===== config.mk =====
export PLATFORM = sky130hd
export DESIGN_NAME = hsv_skin_pixel_classifier
export DESIGN_NICKNAME = d
export VERILOG_FILES = /design/src/rtl/hsc_pkg.sv /design/src/rtl/hsc_feature.sv /design/src/rtl/hsv_skin_pixel_classifier.sv
export SDC_FILE = /design/constraint.sdc
export NUM_CORES = 1
export LEC_CHECK = 0
export ABC_AREA = 1
export ABC_CLOCK_PERIOD_IN_PS = 11000
export BUFFER_PORTS_ARGS = -buffer_cell sky130_fd_sc_hd__buf_2
export CORE_ASPECT_RATIO = 0.7
export CORE_MARGIN = 1
export CORE_UTILIZATION = 46
export CTS_BUF_LIST = sky130_fd_sc_hd__clkbuf_8
export CTS_CLUSTER_SIZE = 25
export DETAILED_ROUTE_END_ITERATION = 8
export GPL_TIMING_DRIVEN = 0
export HOLD_SLACK_MARGIN = 0.1
export PLACE_DENSITY = 0.64
export RECOVER_POWER = 100
export SLEW_MARGIN = 20
export SYNTH_ARGS = -nofsm -noshare
export SYNTH_HDL_FRONTEND = slang
export SYNTH_HIERARCHICAL = 1
export SYNTH_SLANG_ARGS = --single-unit

===== constraint.sdc =====
create_clock -name clk -period 11 [get_ports clk]
set_input_delay 2.2 -clock clk [delete_from_list [all_inputs] [get_ports clk]]
set_output_delay 2.2 -clock clk [all_outputs]
set_load 0.02 [all_outputs]

===== src/rtl/hsc_pkg.sv =====
// hsc_pkg: shared types and constants of the hsv skin pixel classifier.
// Used by hsc_feature and hsv_skin_pixel_classifier; depends on nothing.
`default_nettype none

package hsc_pkg;

  // channel and register widths
  localparam int unsigned CH_W      = 8;
  localparam int unsigned HUE_W     = 9;
  localparam int unsigned SAT_W     = 10;
  localparam int unsigned HUE_NUM_W = 17;  // hue times d, below 360 * 255
  localparam int unsigned CFG_IDX_W = 8;
  localparam int unsigned CFG_DAT_W = 10;

  // reset values of the thresholds
  localparam logic [HUE_W-1:0] HUE_LOW_RST  = 9'd0;
  localparam logic [HUE_W-1:0] HUE_HIGH_RST = 9'd50;
  localparam logic [SAT_W-1:0] SAT_LOW_RST  = 10'd230;
  localparam logic [SAT_W-1:0] SAT_HIGH_RST = 10'd680;

  // register indexes of the configuration port
  typedef enum logic [CFG_IDX_W-1:0] {
    REG_HUE_LOW  = 8'd0,
    REG_HUE_HIGH = 8'd1,
    REG_SAT_LOW  = 8'd2,
    REG_SAT_HIGH = 8'd3
  } cfg_reg_t;

  // per-pixel features handed from the hue/sat front end
  typedef struct packed {
    logic                 grey;     // max equals min, never skin
    logic [CH_W-1:0]      vmax;     // value
    logic [CH_W-1:0]      delta;    // max minus min
    logic [HUE_NUM_W-1:0] hue_num;  // hue in degrees times delta, wrapped
  } hsc_feat_t;

endpackage

`default_nettype wire


===== src/rtl/hsc_feature.sv =====
// hsc_feature: combinational front end, max/min, delta and hue numerator.
// Depends on hsc_pkg.
`default_nettype none

module hsc_feature (
  input  wire logic [hsc_pkg::CH_W-1:0] red,
  input  wire logic [hsc_pkg::CH_W-1:0] green,
  input  wire logic [hsc_pkg::CH_W-1:0] blue,
  output hsc_pkg::hsc_feat_t            feat
);
  import hsc_pkg::*;

  logic [CH_W-1:0]        vmax;
  logic [CH_W-1:0]        vmin;
  logic [CH_W-1:0]        delta;
  logic signed [11:0]     sect;     // blue sector reaches 5 * 255
  logic signed [11:0]     r_s;
  logic signed [11:0]     g_s;
  logic signed [11:0]     b_s;
  logic signed [11:0]     d_s;
  logic signed [17:0]     num_s;
  logic signed [17:0]     wrap_s;
  logic signed [17:0]     hue_s;

  // max and min of the three channels
  always_comb begin
    vmax = red;
    vmin = red;
    if (green > vmax) vmax = green;
    if (blue > vmax)  vmax = blue;
    if (green < vmin) vmin = green;
    if (blue < vmin)  vmin = blue;
    delta = vmax - vmin;
  end

  assign r_s = $signed({4'b0000, red});
  assign g_s = $signed({4'b0000, green});
  assign b_s = $signed({4'b0000, blue});
  assign d_s = $signed({4'b0000, delta});

  // sector term, blue beats green beats red on ties with max
  always_comb begin
    if (blue == vmax) begin
      sect = (d_s <<< 2) + r_s - g_s;
    end else if (green == vmax) begin
      sect = (d_s <<< 1) + b_s - r_s;
    end else begin
      sect = g_s - b_s;
    end
  end

  // scale to degrees and wrap a negative hue by a full turn
  assign num_s  = 18'(sect) * 18'sd60;
  assign wrap_s = $signed({1'b0, 17'(delta) * 17'd360});
  assign hue_s  = (num_s < 0) ? num_s + wrap_s : num_s;

  assign feat = {(delta == '0), vmax, delta, hue_s[HUE_NUM_W-1:0]};

endmodule

`default_nettype wire


===== src/rtl/hsv_skin_pixel_classifier.sv =====
// hsv_skin_pixel_classifier: one pixel per cycle while the output is not stalled,
// three register stages: input register, feature register (hue numerator,
// value, delta) and result register. Throughput is one item per cycle when
// out_tready is held high; each stage holds on its own under stall.
// Synchronous active-low reset empties the pipeline and loads the default
// thresholds. Depends on hsc_pkg and hsc_feature.
`default_nettype none

module hsv_skin_pixel_classifier (
  input  wire logic                            clk,
  input  wire logic                            rst_n,
  // in_tdata: red [7:0], green [15:8], blue [23:16]
  input  wire logic                            in_tvalid,
  output logic                                 in_tready,
  input  wire logic [3*hsc_pkg::CH_W-1:0]      in_tdata,
  // out_tdata: skin [0], zero [7:1]
  output logic                                 out_tvalid,
  input  wire logic                            out_tready,
  output logic [7:0]                           out_tdata,
  input  wire logic                            cfg_valid,
  output logic                                 cfg_ready,
  input  wire logic [hsc_pkg::CFG_IDX_W-1:0]   cfg_index,
  input  wire logic [hsc_pkg::CFG_DAT_W-1:0]   cfg_data
);
  import hsc_pkg::*;

  logic [HUE_W-1:0]     hue_low_r;
  logic [HUE_W-1:0]     hue_high_r;
  logic [SAT_W-1:0]     sat_low_r;
  logic [SAT_W-1:0]     sat_high_r;

  logic                 v0_r;
  logic                 v1_r;
  logic                 v2_r;
  logic                 rdy1;
  logic                 rdy2;
  logic [CH_W-1:0]      red_r;
  logic [CH_W-1:0]      green_r;
  logic [CH_W-1:0]      blue_r;
  hsc_feat_t            feat_nxt;
  hsc_feat_t            feat_r;
  logic                 skin_nxt;
  logic                 skin_r;

  logic [HUE_NUM_W-1:0] hue_lo_p;
  logic [HUE_NUM_W-1:0] hue_hi_p;
  logic [17:0]          sat_d_p;
  logic [17:0]          sat_lo_p;
  logic [17:0]          sat_hi_p;

  // configuration writes, always ready
  assign cfg_ready = 1'b1;

  always_ff @(posedge clk) begin
    if (!rst_n) begin
      hue_low_r  <= HUE_LOW_RST;
      hue_high_r <= HUE_HIGH_RST;
      sat_low_r  <= SAT_LOW_RST;
      sat_high_r <= SAT_HIGH_RST;
    end else if (cfg_valid && cfg_ready) begin
      case (cfg_index)
        REG_HUE_LOW:  hue_low_r  <= cfg_data[HUE_W-1:0];
        REG_HUE_HIGH: hue_high_r <= cfg_data[HUE_W-1:0];
        REG_SAT_LOW:  sat_low_r  <= cfg_data[SAT_W-1:0];
        REG_SAT_HIGH: sat_high_r <= cfg_data[SAT_W-1:0];
        default: ;
      endcase
    end
  end

  // stage readiness, a stage moves when empty or when the next one moves
  assign rdy2      = !v2_r || out_tready;
  assign rdy1      = !v1_r || rdy2;
  assign in_tready = !v0_r || rdy1;

  // stage valid bits
  always_ff @(posedge clk) begin
    if (!rst_n) begin
      v0_r <= 1'b0;
      v1_r <= 1'b0;
      v2_r <= 1'b0;
    end else begin
      if (in_tready) v0_r <= in_tvalid;
      if (rdy1)      v1_r <= v0_r;
      if (rdy2)      v2_r <= v1_r;
    end
  end

  // input register
  always_ff @(posedge clk) begin
    if (in_tvalid && in_tready) begin
      red_r   <= in_tdata[CH_W-1:0];
      green_r <= in_tdata[2*CH_W-1:CH_W];
      blue_r  <= in_tdata[3*CH_W-1:2*CH_W];
    end
  end

  // hue and saturation front end
  hsc_feature u_feature (
    .red   (red_r),
    .green (green_r),
    .blue  (blue_r),
    .feat  (feat_nxt)
  );

  always_ff @(posedge clk) begin
    if (v0_r && rdy1) feat_r <= feat_nxt;
  end

  // threshold products, bounds scaled by delta or by value
  assign hue_lo_p = HUE_NUM_W'(hue_low_r) * HUE_NUM_W'(feat_r.delta);
  assign hue_hi_p = HUE_NUM_W'(hue_high_r) * HUE_NUM_W'(feat_r.delta);
  assign sat_d_p  = 18'(feat_r.delta) * 18'd1000;
  assign sat_lo_p = 18'(sat_low_r) * 18'(feat_r.vmax);
  assign sat_hi_p = 18'(sat_high_r) * 18'(feat_r.vmax);

  assign skin_nxt = !feat_r.grey
                 && (feat_r.hue_num >= hue_lo_p) && (feat_r.hue_num <= hue_hi_p)
                 && (sat_d_p >= sat_lo_p) && (sat_d_p <= sat_hi_p);

  // result register
  always_ff @(posedge clk) begin
    if (v1_r && rdy2) skin_r <= skin_nxt;
  end

  assign out_tvalid = v2_r;
  assign out_tdata  = {7'b0000000, skin_r};

  // a grey pixel leaving the feature stage gives a zero result
  a_grey_not_skin: assert property (@(posedge clk) disable iff (!rst_n)
    (v1_r && rdy2 && feat_r.grey) |=> (out_tvalid && !out_tdata[0]))
    else $error("grey pixel classified as skin");

  // a stalled feature stage keeps its item
  a_feat_hold: assert property (@(posedge clk) disable iff (!rst_n)
    (v1_r && !rdy2) |=> (v1_r && $stable(feat_r)))
    else $error("feature stage lost its item under stall");

  // reset loads the default thresholds
  a_cfg_reset: assert property (@(posedge clk)
    !rst_n |=> (hue_low_r == HUE_LOW_RST && hue_high_r == HUE_HIGH_RST
                && sat_low_r == SAT_LOW_RST && sat_high_r == SAT_HIGH_RST))
    else $error("thresholds not at reset values");

endmodule

`default_nettype wire


==> impl_metrics.py <==
metrics = {
    "clock_network": {
        "cts-buffers-inserted": 9,
        "clk_path_buf_depth": 2,
        "cts_tree": "yes",
        "clk_pin_slew_ns": 0.12,
        "clk_latency_ns": 0.43,
        "ctsHoldBuffers": 0,
        "htree_levels": 3,
        "cts-root-buf": "clkbuf_8",
        "cts_sinks": 100,
    },
    "cells_and_area": {
        "multiInputGateArea_um2": 16970,
        "regArea_um2": 2592,
        "final_area_um2": 24510,
        "instances_no_fill": 3821,
        "fillCellCount": 4888,
        "final_core_util_pct": 49.85,
        "nNetsFinal": 3821,
        "n_antenna_cell": 0,
        "syn_to_final_growth_pct": 7.036,
        "drive_above_1_share_pct": 6.907,
    },
    "critical_path": {
        "critPathMaxStageDelay_ns": 0.57,
        "required_ns": 11.18,
        "cp-start-kind": "register",
        "crit_fanout": 10,
        "critical_path_arrival_ns": 10.57,
        "crit_slowest_cell": "edfxtp_1",
        "end_kind": "register",
        "setup.worst_path.class": "register to register",
    },
    "place": {
        "dp_cells": 3775,
        "place_hpwl_um": 49430,
        "place_area_um2": 24000,
        "port_buffers": 48,
        "gp_congestion": 0.9422,
    },
    "drt": {
        "finalWirelength_um": 58790,
        "viasPerCell": 5.020,
        "drt-wirelength-per-cell_um": 15.39,
        "drc": 0,
        "route.vias.total": 19180,
        "postRouteAntennaNets": 0,
        "drt_iter0_markers": 1351,
        "dr.pass1.iters": 5,
    },
    "floorplanning": {
        "start_util_pct": 46.57,
        "dieArea_um2": 50700,
        "num_io_pins": 58,
        "core_um2": 49180,
        "die_x_um": 268.7,
        "die_h_um": 188.7,
        "rows": 68,
    },
    "global_route": {
        "antenna_found_initial": 0,
        "grt_max_degree": 35,
        "grt_pass1_wl_um": 98080,
        "grt_use_total_pct": 24.33,
        "grt_overflow": 0,
        "grt_pass1_vias": 19380,
    },
    "run_status": {
        "status": "complete, no violations",
    },
    "run": {
        "cap_violations": 0,
    },
    "synth": {
        "async_reset_ff_share_pct": 0,
        "ys.flop_type": "edfxtp_1",
        "synth_area_leader_cell": "fa_1",
        "synth_top_area_share_pct": 21.68,
        "syn_area_um2": 22900,
        "yosysMostFrequentCell": "inv_1",
        "synth_common_cells": "inv_1 (766), nand2_1 (679), ha_1 (375)",
        "netlist_top_cells_area": "fa_1 (22%), ha_1 (20%), inv_1 (13%)",
        "synth_seq_area_share_pct": 11.32,
        "synthesis.instances": 3055,
        "syn_area_per_cell_um2": 7.497,
        "ys_types": 53,
        "yosys_warnings": 6,
        "synth_edf_count": 59,
        "ys_ff_latch": 100,
    },
    "timing": {
        "setup_tns_ns": 0,
        "hold_violations": 0,
        "maxClockFrequency_mhz": 96.17,
        "skew_ns": 0.01461,
        "fin_crit_sh_pct": 94.53,
        "fin_crit_ns": 10.40,
        "relSlewSlack_pct": 15.74,
        "setup_viol": 0,
        "worstMarginPinSlew_ns": 1.263,
        "drv_slew": 0,
    },
    "min_path": {
        "min_path_type": "register to register",
    },
}
metrics by stage:
| step | setup slack (ns) | hold slack, ns |
|---|---|---|
| 2_1_floorplan | 1.478 | 0.4553 |
| 3_3_place_gp | -0.7054 | 0.4725 |
| 3_5_place_dp | -0.8444 | 0.4739 |
| 4_1_cts | 0.01572 | 0.4907 |
| 5_1_grt | -0.03075 | 0.5246 |
| 6_report | 0.6020 | 0.4861 |
registers in the layout, summed over array words and instances (netlist names):
register / count
red_r: 8
sat_high_r: 10
out_tvalid: 1
green_r: 8
v0_r: 1
feat_r: 34
skin_r: 1
hue_high_r: 9
hue_low_r: 9
v1_r: 1
sat_low_r: 10
blue_r: 8
what timing repair did:
| action | CTS | global route |
|---|---|---|
| pin swaps | 3 | 14 |
| endpoints found under the setup margin | 14 | 14 |
| gates resized for setup | 11 | 47 |
| buffers inserted | 4 | 26 |
path summary, 6_finish.rpt:
| check | startpoint | endpoint | slack [ns] | depth (start not counted) |
|---|---|---|---|---|
| setup / recovery | green_r[7]$_DFFE_PP_ | feat_r[16]$_DFFE_PP_ | 0.60 | 60 |
| setup reg to reg | green_r[7]$_DFFE_PP_ | feat_r[16]$_DFFE_PP_ | 0.60 | 60 |
| hold reg to reg | v1_r$_SDFFE_PN0P_ | out_tvalid$_SDFFE_PN0P_ | 0.49 | 2 |
| hold / removal | v1_r$_SDFFE_PN0P_ | out_tvalid$_SDFFE_PN0P_ | 0.49 | 2 |
critical path: cells and delay by family (launching register included):
family | cells | cell delay (ns)
flops | 1 | 0.57
buf+inv | 15 | 1.54
compound gates | 11 | 1.74
simple gates | 20 | 1.96
xor+xnor | 4 | 0.75
fa+ha+maj | 10 | 3.54
cells in the final DEF, fill, tap and decap left out, types with 4 or more instances in the layout:
cell type | Yosys | final
o21ai_1 | 4 | 11
nand4_1 | 13 | 13
o21bai_1 | 20 | 20
inv_2 | 8 | 14
dfxtp_1 | 41 | 41
ha_1 | 375 | 372
clkbuf_8 | 0 | 9
buf_6 | 11 | 9
xor2_1 | 69 | 64
o31ai_1 | 4 | 4
conb_1 | 3 | 10
nand2_2 | 16 | 20
a21oi_2 | 6 | 9
o211ai_1 | 10 | 11
nor3_1 | 14 | 16
a21o_1 | 10 | 10
nand3_2 | 8 | 9
a21oi_1 | 153 | 150
nor2_1 | 121 | 118
inv_1 | 766 | 760
a21boi_2 | 6 | 6
nor2_2 | 2 | 5
buf_2 | 5 | 51
xnor2_1 | 48 | 47
edfxtp_1 | 59 | 59
nand3_1 | 115 | 114
buf_4 | 15 | 46
nand3b_1 | 13 | 13
clkbuf_1 | 67 | 72
nand2_1 | 679 | 678
o21ai_2 | 12 | 7
fa_1 | 248 | 248
o21ai_0 | 97 | 93
layer usage:
| metal | wire length (um) | share of wire, % | GRT usage (%) | up-vias |
|---|---|---|---|---|
| li1 | - | - | - | 9485 |
| met3 | 4010 | 6.8 | 3.228 | 34 |
| met2 | 25300 | 43 | 37.66 | 556 |
| met5 | 0 | 0 | 0 | - |
| met1 | 29030 | 49 | 36.46 | 9107 |
| met4 | 442 | 0.75 | 3.671 | 0 |
area by class of cell:
cell class,instances,share of cell area (%)
plain buffers,101,2.108
clock buffers,9,0.5053
clock inverters,7,0.3879
inverters,777,11.91
multi-input cells,2084,69.23
flip-flops and latches,100,10.58
well taps,665,3.394
repair buffers,78,1.888
cells by family after synthesis:
| family | after synthesis | synth area share, % |
|---|---|---|
| simple gates | 1000 | 18.35 |
| buf+inv | 878 | 15.21 |
| fa+ha+maj | 623 | 42.16 |
| compound gates | 334 | 8.435 |
| xor+xnor | 117 | 4.474 |
| flops | 100 | 11.32 |
| other cells | 3 | 0.04916 |
Power is left out: the tool's default activity adds up to more than one toggle a clock period on the data nets, which glitch-free logic cannot reach.
